### src/hw/rtl/utf8v_pkg.sv
// shared types and constants for the utf-8 tsv field validator
`default_nettype none

package utf8v_pkg;

   localparam int unsigned BYTE_W    = 8;
   localparam int unsigned PEND_W    = 2;
   localparam int unsigned VERDICT_W = 2;
   localparam int unsigned RSP_TDATA_W = 8;

   localparam logic [VERDICT_W-1:0] VERDICT_OK       = 2'd0;
   localparam logic [VERDICT_W-1:0] VERDICT_BAD_UTF8 = 2'd1;
   localparam logic [VERDICT_W-1:0] VERDICT_CTRL     = 2'd2;

   localparam logic [BYTE_W-1:0] BYTE_NUL = 8'h00;
   localparam logic [BYTE_W-1:0] BYTE_TAB = 8'h09;
   localparam logic [BYTE_W-1:0] BYTE_LF  = 8'h0a;
   localparam logic [BYTE_W-1:0] BYTE_CR  = 8'h0d;

   localparam logic [BYTE_W-1:0] ASCII_MAX  = 8'h7f;
   localparam logic [BYTE_W-1:0] CONT_LOW   = 8'h80;
   localparam logic [BYTE_W-1:0] CONT_HIGH  = 8'hbf;
   localparam logic [BYTE_W-1:0] LEAD2_LOW  = 8'hc2;
   localparam logic [BYTE_W-1:0] LEAD2_HIGH = 8'hdf;
   localparam logic [BYTE_W-1:0] LEAD_E0    = 8'he0;
   localparam logic [BYTE_W-1:0] LEAD_ED    = 8'hed;
   localparam logic [BYTE_W-1:0] LEAD3_HIGH = 8'hef;
   localparam logic [BYTE_W-1:0] LEAD_F0    = 8'hf0;
   localparam logic [BYTE_W-1:0] LEAD_F4    = 8'hf4;
   localparam logic [BYTE_W-1:0] E0_LOW     = 8'ha0;
   localparam logic [BYTE_W-1:0] ED_HIGH    = 8'h9f;
   localparam logic [BYTE_W-1:0] F0_LOW     = 8'h90;
   localparam logic [BYTE_W-1:0] F4_HIGH    = 8'h8f;

   typedef struct packed {
      logic [BYTE_W-1:0] data_byte;
      logic              byte_present;
      logic              end_of_field;
   } beat_type;

   typedef struct packed {
      logic                 valid;
      logic [VERDICT_W-1:0] verdict;
   } result_type;

endpackage

`default_nettype wire

### src/hw/rtl/utf8v_in_stage.sv
// input register stage for request beats
`default_nettype none

module utf8v_in_stage
   import utf8v_pkg::*;
(
   input  wire logic     clock,
   input  wire logic     reset,
   input  wire logic     req_tvalid,
   output logic          req_tready,
   input  wire beat_type req_beat,
   input  wire logic     consume,
   output logic          beat_valid,
   output beat_type      beat
);

   logic     valid_ff;
   logic     valid_in;
   beat_type beat_ff;
   logic     load;

   assign req_tready = !valid_ff || consume;
   assign load       = req_tvalid && req_tready;

   always_comb begin
      valid_in = valid_ff;
      if (load) begin
         valid_in = 1'b1;
      end else if (consume) begin
         valid_in = 1'b0;
      end
   end

   always_ff @(posedge clock) begin
      if (reset) begin
         valid_ff <= 1'b0;
      end else begin
         valid_ff <= valid_in;
      end
   end

   always_ff @(posedge clock) begin
      if (load) begin
         beat_ff <= req_beat;
      end
   end

   assign beat_valid = valid_ff;
   assign beat       = beat_ff;

endmodule

`default_nettype wire

### src/hw/rtl/utf8v_checker.sv
// running utf-8 and control byte check with per-field verdict
`default_nettype none

module utf8v_checker
   import utf8v_pkg::*;
(
   input  wire logic     clock,
   input  wire logic     reset,
   input  wire logic     beat_valid,
   input  wire beat_type beat,
   input  wire logic     out_free,
   output logic          consume,
   output result_type    result
);

   logic [PEND_W-1:0] pending_ff, pending_in;
   logic [BYTE_W-1:0] low_ff, low_in;
   logic [BYTE_W-1:0] high_ff, high_in;
   logic              expecting_ff, expecting_in;
   logic              err_ff, err_in;
   logic              ctrl_ff, ctrl_in;

   logic [BYTE_W-1:0] b;
   logic [BYTE_W-1:0] win_low;
   logic [BYTE_W-1:0] win_high;
   logic              out_of_window;

   assign b       = beat.data_byte;
   assign consume = beat_valid && (!beat.end_of_field || out_free);

   always_comb begin
      pending_in    = pending_ff;
      low_in        = low_ff;
      high_in       = high_ff;
      expecting_in  = expecting_ff;
      err_in        = err_ff;
      ctrl_in       = ctrl_ff;
      win_low       = expecting_ff ? low_ff : CONT_LOW;
      win_high      = expecting_ff ? high_ff : CONT_HIGH;
      out_of_window = (b < win_low) || (b > win_high);
      result.valid   = beat_valid && beat.end_of_field;
      result.verdict = VERDICT_OK;

      if (beat.byte_present) begin
         if (b == BYTE_TAB || b == BYTE_LF || b == BYTE_CR || b == BYTE_NUL) begin
            ctrl_in = 1'b1;
         end
         if (pending_ff != '0) begin
            if (out_of_window) begin
               err_in     = 1'b1;
               pending_in = '0;
            end else begin
               pending_in = pending_ff - PEND_W'(1);
            end
            expecting_in = 1'b0;
            low_in       = CONT_LOW;
            high_in      = CONT_HIGH;
         end else begin
            priority if (b <= ASCII_MAX) begin
               err_in = err_ff;
            end else if (b >= LEAD2_LOW && b <= LEAD2_HIGH) begin
               pending_in = PEND_W'(1); low_in = CONT_LOW; high_in = CONT_HIGH;
               expecting_in = 1'b1;
            end else if (b == LEAD_E0) begin
               pending_in = PEND_W'(2); low_in = E0_LOW; high_in = CONT_HIGH;
               expecting_in = 1'b1;
            end else if (b == LEAD_ED) begin
               pending_in = PEND_W'(2); low_in = CONT_LOW; high_in = ED_HIGH;
               expecting_in = 1'b1;
            end else if (b > LEAD_E0 && b <= LEAD3_HIGH) begin
               pending_in = PEND_W'(2); low_in = CONT_LOW; high_in = CONT_HIGH;
               expecting_in = 1'b1;
            end else if (b == LEAD_F0) begin
               pending_in = PEND_W'(3); low_in = F0_LOW; high_in = CONT_HIGH;
               expecting_in = 1'b1;
            end else if (b == LEAD_F4) begin
               pending_in = PEND_W'(3); low_in = CONT_LOW; high_in = F4_HIGH;
               expecting_in = 1'b1;
            end else if (b > LEAD_F0 && b < LEAD_F4) begin
               pending_in = PEND_W'(3); low_in = CONT_LOW; high_in = CONT_HIGH;
               expecting_in = 1'b1;
            end else begin
               err_in = 1'b1;
            end
         end
      end

      if (beat.end_of_field) begin
         if (err_in || pending_in != '0) begin
            result.verdict = VERDICT_BAD_UTF8;
         end else if (ctrl_in) begin
            result.verdict = VERDICT_CTRL;
         end
         pending_in   = '0;
         low_in       = CONT_LOW;
         high_in      = CONT_HIGH;
         expecting_in = 1'b0;
         err_in       = 1'b0;
         ctrl_in      = 1'b0;
      end
   end

   always_ff @(posedge clock) begin
      if (reset) begin
         pending_ff   <= '0;
         low_ff       <= CONT_LOW;
         high_ff      <= CONT_HIGH;
         expecting_ff <= 1'b0;
         err_ff       <= 1'b0;
         ctrl_ff      <= 1'b0;
      end else if (consume) begin
         pending_ff   <= pending_in;
         low_ff       <= low_in;
         high_ff      <= high_in;
         expecting_ff <= expecting_in;
         err_ff       <= err_in;
         ctrl_ff      <= ctrl_in;
      end
   end

   // second-byte window only armed while a sequence is open
   a_expect_needs_pending: assert property (@(posedge clock) disable iff (reset)
      expecting_ff |-> (pending_ff != '0))
      else $error("second-byte window armed with no pending continuation");

   a_window_default: assert property (@(posedge clock) disable iff (reset)
      !expecting_ff |-> (low_ff == CONT_LOW && high_ff == CONT_HIGH))
      else $error("narrowed window left over after second byte");

   a_field_clears: assert property (@(posedge clock) disable iff (reset)
      (consume && beat.end_of_field) |=> (pending_ff == '0 && !err_ff && !ctrl_ff))
      else $error("field state not cleared after verdict");

   a_verdict_code: assert property (@(posedge clock) disable iff (reset)
      result.valid |-> (result.verdict == VERDICT_OK || result.verdict == VERDICT_BAD_UTF8
                        || result.verdict == VERDICT_CTRL))
      else $error("unused verdict code produced");

endmodule

`default_nettype wire

### src/hw/rtl/utf8v_out_stage.sv
// output register holding one verdict beat
`default_nettype none

module utf8v_out_stage
   import utf8v_pkg::*;
(
   input  wire logic              clock,
   input  wire logic              reset,
   input  wire logic              load,
   input  wire logic [VERDICT_W-1:0] verdict,
   output logic                   out_free,
   output logic                   rsp_tvalid,
   input  wire logic              rsp_tready,
   output logic [RSP_TDATA_W-1:0] rsp_tdata
);

   logic                 valid_ff, valid_in;
   logic [VERDICT_W-1:0] verdict_ff;

   assign out_free = !valid_ff || rsp_tready;

   always_comb begin
      valid_in = valid_ff;
      if (load) begin
         valid_in = 1'b1;
      end else if (rsp_tready) begin
         valid_in = 1'b0;
      end
   end

   always_ff @(posedge clock) begin
      if (reset) begin
         valid_ff <= 1'b0;
      end else begin
         valid_ff <= valid_in;
      end
   end

   always_ff @(posedge clock) begin
      if (load) begin
         verdict_ff <= verdict;
      end
   end

   assign rsp_tvalid = valid_ff;
   assign rsp_tdata  = {{(RSP_TDATA_W-VERDICT_W){1'b0}}, verdict_ff};

endmodule

`default_nettype wire

### src/hw/rtl/utf8_tsv_field_validator.sv
// top level of the strict utf-8 and tsv field validator
//
// req channel: one beat per field byte; tdata carries the byte, tuser[0] says
// the byte is present, tlast marks the last beat of the field. a beat with
// tuser low and tlast high ends a field without a byte (empty field allowed);
// tuser and tlast both low is an idle beat that changes nothing.
// rsp channel: one beat per field, sent for the tlast beat; tdata[1:0] holds
// the verdict: 0 ok, 1 invalid or truncated utf-8, 2 tab/lf/cr/nul present.
// invalid utf-8 outranks a control byte.
// a tlast beat passes from the input register through the running-state update
// into the verdict register, whose output drives rsp.
// throughput: one beat per cycle while no tlast beat waits for the verdict slot.
// when rsp stalls, the verdict is held and beats without tlast keep flowing;
// a tlast beat waits in the input register until the verdict slot frees.
// reset empties both registers and clears all per-field state; no field is open.
`default_nettype none

module utf8_tsv_field_validator
   import utf8v_pkg::*;
(
   input  wire logic                   clock,
   input  wire logic                   reset,
   input  wire logic                   req_tvalid,
   output logic                        req_tready,
   input  wire logic [BYTE_W-1:0]      req_tdata,   // data_byte
   input  wire logic                   req_tuser,   // byte_present
   input  wire logic                   req_tlast,   // end_of_field
   output logic                        rsp_tvalid,
   input  wire logic                   rsp_tready,
   output logic [RSP_TDATA_W-1:0]      rsp_tdata    // verdict [1:0], zeros above
);

   beat_type   req_beat;
   beat_type   beat;
   logic       beat_valid;
   logic       consume;
   logic       out_free;
   result_type result;

   assign req_beat.data_byte    = req_tdata;
   assign req_beat.byte_present = req_tuser;
   assign req_beat.end_of_field = req_tlast;

   utf8v_in_stage u_in_stage (
      .clock      (clock),
      .reset      (reset),
      .req_tvalid (req_tvalid),
      .req_tready (req_tready),
      .req_beat   (req_beat),
      .consume    (consume),
      .beat_valid (beat_valid),
      .beat       (beat)
   );

   utf8v_checker u_checker (
      .clock      (clock),
      .reset      (reset),
      .beat_valid (beat_valid),
      .beat       (beat),
      .out_free   (out_free),
      .consume    (consume),
      .result     (result)
   );

   utf8v_out_stage u_out_stage (
      .clock      (clock),
      .reset      (reset),
      .load       (consume && result.valid),
      .verdict    (result.verdict),
      .out_free   (out_free),
      .rsp_tvalid (rsp_tvalid),
      .rsp_tready (rsp_tready),
      .rsp_tdata  (rsp_tdata)
   );

endmodule

`default_nettype wire

### config.mk
export PLATFORM = sky130hd
export DESIGN_NAME = utf8_tsv_field_validator
export DESIGN_NICKNAME = d
export VERILOG_FILES = /design/src/hw/rtl/utf8v_pkg.sv /design/src/hw/rtl/utf8v_in_stage.sv /design/src/hw/rtl/utf8v_checker.sv /design/src/hw/rtl/utf8v_out_stage.sv /design/src/hw/rtl/utf8_tsv_field_validator.sv
export SDC_FILE = /design/constraint.sdc
export NUM_CORES = 1
export LEC_CHECK = 0
export BUFFER_PORTS_ARGS = -buffer_cell sky130_fd_sc_hd__buf_2
export CORE_MARGIN = 5
export CORE_UTILIZATION = 55
export CTS_BUF_LIST = sky130_fd_sc_hd__clkbuf_4
export CTS_CLUSTER_DIAMETER = 150
export DETAILED_ROUTE_END_ITERATION = 8
export GPL_TIMING_DRIVEN = 0
export HOLD_SLACK_MARGIN = 0.06
export PLACE_DENSITY = 0.79
export SLEW_MARGIN = 20
export SYNTH_ARGS = -nofsm -noshare
export SYNTH_HDL_FRONTEND = slang
export SYNTH_HIERARCHICAL = 1
export SYNTH_SLANG_ARGS = --single-unit
### constraint.sdc
create_clock -name clock -period 2.7 [get_ports clock]
set_input_delay 0.27 -clock clock [delete_from_list [all_inputs] [get_ports clock]]
set_output_delay 0.27 -clock clock [all_outputs]
set_load 0.02 [all_outputs]
======== Yosys cells after proc, flatten, opt, wreduce, memory -nomap -nowiden ========
Cells that the tools add are included.
cells by class
  reduce and logical (&&, ||, !) cells .... 27
  equality and inequality tests ........... 8
  muxes and demuxes ....................... 68
  bitwise gates (word level) .............. 1
  add/subtract/negate cells ............... 1
  $lt $le $gt $ge ......................... 9
operators by type and width
  operator             count
  $mux 8               24
  $eq 8x8->1 const B   4
  $mux 1               31
  $mux 2               13
  $eq 8x4->1 const B   3
  $gt 8x8->1 const B   2
  $le 8x8->1 const B   2
  $reduce_bool 2->1    5
  $reduce_bool 9->1    1
  $ge 8x8->1 const B   1
  $gt 8x8->1           1
  $le 8x7->1 const B   1
  $logic_not 8->1      1
  $logic_or 1x1->1     8
  $lt 8x8->1           1
  $lt 8x8->1 const B   1
  $logic_and 1x1->1    7
  $reduce_and 4->1     1
  $logic_not 1->1      3
  $ne 3x2->1 const B   1
  $reduce_or 2->1      1
  $sub 2x1->2 const B  1
  $not 1->1            1
word-level totals
  word-level logic and storage cells ...... 127
  register bits after elaboration ......... 35
  output and inout bits ................... 10

======== Longest topological paths before layout ========
Gate-level depths: netlist of the first run.
  depth in word-level cells ............... 15
  gate-level depth with buffers ........... 7

======== Cells and area by module ========
The synthesis of the first run kept the hierarchy.
by module, submodules not included
  module                    area each (um^2)  cells an instance  times used
  utf8v_checker             859.6             115                1
  utf8v_in_stage            355.3             15                 1
  utf8v_out_stage           155.1             13                 1
  utf8_tsv_field_validator  6.3               1                  1

======== Least setup slack after synthesis of the first run ========
No wires, ideal clock.
  kind .................................... register to register
  start ................................... reg u_in_stage.beat_ff (netlist bit u_in_stage/beat[7])
  end ..................................... reg u_out_stage.verdict_ff[0], data pin
  cell stages (with the launch flop) ...... 7
  arrival time ............................ 1.990 ns
  slack ................................... 0.451 ns
  path through ............................ edfxtp_1 > ha_1 > and4_4 > a31oi_4 > nor4_1 > or4_1 > o31a_1
on the way
  cells in the longest elaborated chain, start to end .. 15
RTL lines
  what                                      line                   text
  start: declaration                        utf8v_in_stage.sv:19   beat_type beat_ff;
  start signal: assignment                  utf8v_in_stage.sv:44   beat_ff <= req_beat;
  $gt 8x8->1 or $lt 8x8->1 (tied branches)  utf8v_checker.sv:79    end else if (b > LEAD_F0 && b < LEAD_F4) begin
  $logic_and 1x1->1                         utf8v_checker.sv:79
  $mux 2                                    utf8v_checker.sv:79
  $mux 2                                    utf8v_checker.sv:76    end else if (b == LEAD_F4) begin
  $mux 2                                    utf8v_checker.sv:73    end else if (b == LEAD_F0) begin
  $mux 2                                    utf8v_checker.sv:70    end else if (b > LEAD_E0 && b <= LEAD3_HIGH) begin
  $mux 2                                    utf8v_checker.sv:67    end else if (b == LEAD_ED) begin
  $mux 2                                    utf8v_checker.sv:64    end else if (b == LEAD_E0) begin
  $mux 2                                    utf8v_checker.sv:61    end else if (b >= LEAD2_LOW && b <= LEAD2_HIGH) begin
  $mux 2                                    utf8v_checker.sv:59    priority if (b <= ASCII_MAX) begin
  $mux 2                                    utf8v_checker.sv:48    if (pending_ff != '0) begin
  $mux 2                                    utf8v_checker.sv:44    if (beat.byte_present) begin
  $reduce_bool 2->1                         utf8v_checker.sv:89    if (err_in || pending_in != '0) begin
  $logic_or 1x1->1 *                        utf8v_checker.sv:89
  $mux 1 *                                  utf8v_checker.sv:89
  end signal: assignment                    utf8v_out_stage.sv:41  verdict_ff <= verdict;
  end: declaration                          utf8v_out_stage.sv:18  logic [VERDICT_W-1:0] verdict_ff;
Mark *: on every way between the ends. The rest lies on a longest branch, timed or not.
A chain may end at the register's enable or synchronous reset.

======== Final worst setup path of the first run ========
Ends and elaborated chain as after synthesis.

==> run metrics, run 1 <==
status finished, final reports clean; met2 usage in global routing between 20% and 30%; sum of negative setup slack 0 ns; final hold violation count 0; Syn Inst Count 144; slowest cell delay on critical path about 0.55 ns; Post-synth ARST share 0%; postcts setup bufs 0; TritonCTS clock tree yes; DRC 0; Area Overhead vs Synth 12.45%; clk buf depth 2; vias per cell approximately 5.8; average cell area after synthesis between 9 and 10 µm²; gr busiest metal met2; met3 GRT Util under 10%; # hold bufs at CTS 0; Hold EP u_in_stage/beat[9]; gr usage total between 15 and 20%; Most used DFF post-synth edfxtp_1; die width roughly 60 µm; post-CTS sizing 0; Clock Latency Late Sink 0.31 ns; clock root buffer clkbuf_4; CTS clk-pin slew, worst paths ~0.13 ns; WS Path Type reg2reg; GPL Wtd Cong around 0.84; met1 usage 21.80%; Initial Utilization 56.58%; WHS Path Cells 1; max frequency a little over 0.4 GHz; synth unique cells slightly below 50; FILL cells roughly 220; Post-Syn Area 0.001376 mm²; Worst R2R Path Depth 6; CP Launch Type flop; H-tree depth 1; RSZ-0062 raised after global routing false; first-pass GRT wire length 4.505 mm; row cnt 18; commonest cells in the netlist edfxtp_1, nand2_1, dfxtp_1; Post-synth EDFFs 12; Final HPWL DP just over 2 mm; fin. max-slew vios 0; Register Area just under 600 µm²; Final setup viols 0; max cap viols 0; Crit. End Element flop; Worst Path Buf+Inv 0; total grt overflow 0; LEAKAGE roughly 0.0006 µW; diodes inserted 0; # port buffers 17; CP Max Fanout 7; cell family contributing the most delay on the critical path simple AND/OR/NAND/NOR gates; Die ar. ~0.0036 mm²; die height ~60 µm; Worst VDD drop 402.3 µV; layout cells sized above 1 between 20% and 30%; wire per inst ~13 µm; Synth area leader edfxtp_1; vias in the first global route between 1000 and 1500; Pwr Density 436.6 mW/mm²; CTS buffer count 3; hold_sp req_tdata[7]; total I/O pin count 24; Final min period roughly 2.4 ns; sequential area share after synthesis a little over two fifths; final net count 189; total power approximately 680 µW; Req. time, crit path between 2 and 3 ns; Fin Clk Skew 0.006919 ns; via count ~1200; Core Footprint between 0.002 and 0.0025 mm²; crit share post-route 90.29%; placed insts between 150 and 200; WL final 2.660 mm; reg2reg setup slack 0.26 ns; Multi-input gate area 705.7 µm²; 1st-iter DRT viols 54; Critical Path AT 2.52 ns; CP max stage cell or4_1; flops & latches, synth 23; Critical R2R Capture u_out_stage/verdict_ff[0]; Final ANT Viol Nets 0; largest net degree at the start of global routing 13; top cells by area, synth edfxtp_1, dfxtp_1, ha_1, buf_4, nand2_1; Clock Sinks 23; initial antenna violation count 0; area share of the largest cell type after synthesis a little over a quarter; Reg-to-Reg Start u_in_stage/beat[7]; fin cells 200; TritonRoute pass-1 iters 4; worst hold path class in2reg; CP Cell Sequence ha_1 > and4_4 > a31oi_4 > nor4_1 > or4_1 > o31a_1; YS warnings 6
where the power goes:
group          internal [µW]  switching, µW  total (µW)
Clock                   67.8            105         173
Combinational           45.9           64.1         110
Sequential               382           11.6         393
Total                    495            180         676
logic make-up after synthesis:
logic type,share of synthesized area [%]
AND/OR/NAND/NOR,25.82
XOR/XNOR,0.6365
AO/OA/AOI/OAI,18.82
adder cells (fa/ha/maj),3.637
buffers and inverters,7.909
flip-flops,42.18
multiplexers,0.7273
other,0.2725
final cells by class:
cell class / count / area share [%]
Buffer: 13 / 5.336
Tap cell: 30 / 2.425
Sequential cell: 23 / 37.51
Inverter: 7 / 1.698
Multi-Input combinational cell: 106 / 45.59
Timing Repair Buffer: 17 / 5.497
Clock buffer: 4 / 1.940
per-stage QoR:
stage | hold slack, ns | worst slack [ns] | cell area, µm² | util [%]
after floorplan | 0.3324 | 0.4509 | 1395 | -
after global placement | 0.4465 | 0.2976 | 1518 | 62.40
after detailed placement | 0.4481 | 0.2945 | 1518 | 62.40
after CTS | 0.1201 | 0.2786 | 1548 | 63.63
after global routing | 0.1063 | 0.1907 | 1548 | 63.63
final | 0.1195 | 0.2622 | 1548 | 63.63
state kept, by name, summed over array words and instances (netlist names):
| register | count |
|---|---|
| u_checker/high_ff | 2 |
| u_checker/low_ff | 2 |
| u_out_stage/verdict_ff | 2 |
| u_checker/err_ff | 1 |
| u_out_stage/rsp_tvalid | 1 |
| u_in_stage/beat_valid | 1 |
| u_checker/expecting_ff | 1 |
| u_checker/pending_ff | 2 |
| u_checker/ctrl_ff | 1 |
| u_in_stage/beat | 10 |
worst max-delay path by stage:
stage | startpoint | to | slack (ns) | cells after the start
floorplan | u_in_stage/beat[7] | u_out_stage/verdict_ff[0] | 0.45 | 6
global placement | u_in_stage/beat[7] | u_out_stage/verdict_ff[0] | 0.30 | 6
detailed placement | u_in_stage/beat[7] | u_out_stage/verdict_ff[0] | 0.29 | 6
CTS | u_in_stage/beat[7] | u_out_stage/verdict_ff[0] | 0.28 | 6
global route | u_in_stage/beat[7] | u_out_stage/verdict_ff[0] | 0.19 | 6
finish | u_in_stage/beat[7] | u_out_stage/verdict_ff[0] | 0.26 | 6
worst register-to-register path: stages (launching register included):
cell      delay [ns]
edfxtp_1        0.53
ha_1            0.37
and4_4          0.21
a31oi_4         0.20
nor4_1          0.10
or4_1           0.55
o31a_1          0.26
placed cells by master, fill, tap and decap left out, types with 5 or more instances in the layout:
cell type / netlist / routed
a21oi_1: 7 / 7
buf_4: 6 / 6
conb_1: 1 / 6
nand2_1: 12 / 12
dfxtp_1: 11 / 11
inv_1: 7 / 7
o21ai_0: 7 / 7
edfxtp_1: 12 / 12
nor2_1: 10 / 10
nor3_1: 5 / 5
buf_2: 3 / 20
metal layers:
| layer | wire (µm) | part of all wire, % | vias up |
|---|---|---|---|
| met3 | 223 | 8.4 | 7 |
| li1 | - | - | 576 |
| met4 | 44 | 1.7 | 0 |
| met1 | 1133 | 43 | 526 |
| met2 | 1259 | 47 | 59 |
| met5 | 0 | 0 | - |
No activity file was read; power rests on OpenSTA's default activity.
==> run 2: changes to the inputs <==
--- a/config.mk
+++ b/config.mk
@@ -7,13 +7,13 @@
 export LEC_CHECK = 0
 export BUFFER_PORTS_ARGS = -buffer_cell sky130_fd_sc_hd__buf_2
 export CORE_MARGIN = 5
-export CORE_UTILIZATION = 55
+export CORE_UTILIZATION = 52
 export CTS_BUF_LIST = sky130_fd_sc_hd__clkbuf_4
 export CTS_CLUSTER_DIAMETER = 150
 export DETAILED_ROUTE_END_ITERATION = 8
 export GPL_TIMING_DRIVEN = 0
 export HOLD_SLACK_MARGIN = 0.06
-export PLACE_DENSITY = 0.79
+export PLACE_DENSITY = 0.78
 export SLEW_MARGIN = 20
 export SYNTH_ARGS = -nofsm -noshare
 export SYNTH_HDL_FRONTEND = slang
==> constraint.sdc (replaced) <==
create_clock -name clock -period 1.99 [get_ports clock]
set_input_delay 0.199 -clock clock [delete_from_list [all_inputs] [get_ports clock]]
set_output_delay 0.199 -clock clock [all_outputs]
set_load 0.02 [all_outputs]
==> run metrics, run 2 (synthesized netlist as in run 1, its figures left out) <==
max reg flops 10; Hold EP u_in_stage/beat_valid; Final HPWL DP 2.124 mm; vias per cell roughly 6; Crit. End Element flop; failing checks setup timing; Reg-to-Reg Start u_in_stage/beat[7]; Final min period between 2 and 2.5 ns; CTS clk-pin slew, worst paths 0.13 ns; Pwr Density 535.1 mW/mm²; WL final around 3.2 mm; placed insts approximately 200; die height 61.45 µm; most frequent cells in the layout buf_2, nand2_1, edfxtp_1; commonest non-fill, non-tap cell in the layout buf_2; clock root buffer clkbuf_4; Placed Area 0.001524 mm²; Clock Sinks 23; Critical R2R Capture u_out_stage/verdict_ff[0]; largest net degree at the start of global routing 13; final hold violation count 0; gr busiest metal met2; TritonCTS clock tree yes; sum of negative setup slack -0.4916 ns; # port buffers 17; Req. time, crit path 2.07 ns; total grt overflow 0; WHS Path Cells 3; H-tree depth 1; clk buf depth 2; Area Overhead vs Synth 29.45%; die width 61.45 µm; Final setup viols 2; CP Launch Type flop; hold_sp req_tvalid; status finished with violations; diodes inserted 0; initial antenna violation count 0; Critical Path AT 2.34 ns; Design Area, Final between 0.0015 and 0.002 mm²; 1st-iter DRT viols 70; fin. max-slew vios 0; Initial Utilization around 55%; Worst VDD drop between 500 and 600 µV; CP Max Fanout 3; layout cells sized above 1 about a third; met2 usage in global routing a little under a third; gr usage total 18.87%; final net count 202; FILL cells ~200; Final ANT Viol Nets 0; Core Footprint approximately 0.0025 mm²; Clock Latency Late Sink between 0.3 and 0.4 ns; Slew HR between 60% and 70%; worst hold path class in2reg; wire per inst 15.16 µm; DRC 0; vias in the first global route 1150; Register Area 584.3 µm²; Die ar. around 0.0038 mm²; via count between 1000 and 1500; reg2reg setup slack -0.28 ns; first-pass GRT wire length approximately 5.2 mm; row cnt 18; CTS buffer count 3; max cap viols 0; RSZ-0062 raised after global routing true; LEAKAGE slightly below 0.0007 µW; met3 GRT Util under 10%; GPL Wtd Cong 0.8385; WS Path Type reg2reg; crit share post-route 113.9%; max frequency between 0.4 and 0.5 GHz; met1 usage about 25%; worst slew pin tran roughly 0.51 ns; final hold slack between 0.1 and 0.15 ns; fin cells around 210; setup ws final -0.2760 ns; Multi-input gate area between 800 and 900 µm²; fin util a little under three quarters; total I/O pin count 24; TritonRoute pass-1 iters 4; Fin Clk Skew approximately 0.0064 ns; Worst R2R Path Depth 6
[run 2: worst max path at each step]
stage | from | end | cells past startpoint
5_1_grt | u_in_stage/beat[7] | u_out_stage/verdict_ff[0] | 6
2_1_floorplan | u_in_stage/beat[7] | u_out_stage/verdict_ff[0] | 6
3_3_place_gp | u_in_stage/beat[7] | u_out_stage/verdict_ff[0] | 6
3_5_place_dp | u_in_stage/beat[7] | u_out_stage/verdict_ff[0] | 6
6_report | u_in_stage/beat[7] | u_out_stage/verdict_ff[0] | 6
4_1_cts | u_checker/expecting_ff | u_out_stage/verdict_ff[0] | 7
[run 2: report_power, final]
group	switching, µW	internal (µW)
registers	17.1	517
clock network	141	91.8
logic	101	85.2
[run 2: what timing repair did]
item / 4_1_cts / 5_1_grt
gates resized for setup: 9 / 14
cloned: 0 / 0
buffers inserted: 2 / 1
hold buffers: 11 / 0
setup endpoints to repair: 4 / 9
endpoints found under the hold margin: 11 / 0
pin swaps: 1 / 3
[run 2: layout make-up]
cell class,instances,share of cell area [%]
tap,30,2.107
timing repair buffer,30,11.80
buffer,13,4.705
clock buffer,4,1.685
sequential,23,32.79
inverter,7,1.475
multi-input combinational,106,45.44
[run 2: per-layer routing]
layer  vias up  wire (µm)
li1        605          -
met1       563       1382
met2        68       1533
met3        22        221
met4         0         93
met5         -          0
[run 2: through the flow]
| step | total power, µW | setup WS [ns] |
|---|---|---|
| after floorplan | 653.5 | -0.2132 |
| final | 953.4 | -0.2760 |
| after global routing | 1001 | -0.3054 |
| after global placement | 688.3 | -0.3609 |
| after CTS | 943.0 | -0.2416 |
| after detailed placement | 692.6 | -0.3738 |
[run 2: worst max-delay path, cell delays in order, from the launching register on]
cell	delay, ns
edfxtp_1	0.52
ha_4	0.32
and4_4	0.23
a31oi_4	0.09
or3_4	0.41
and3_4	0.18
o31a_1	0.29
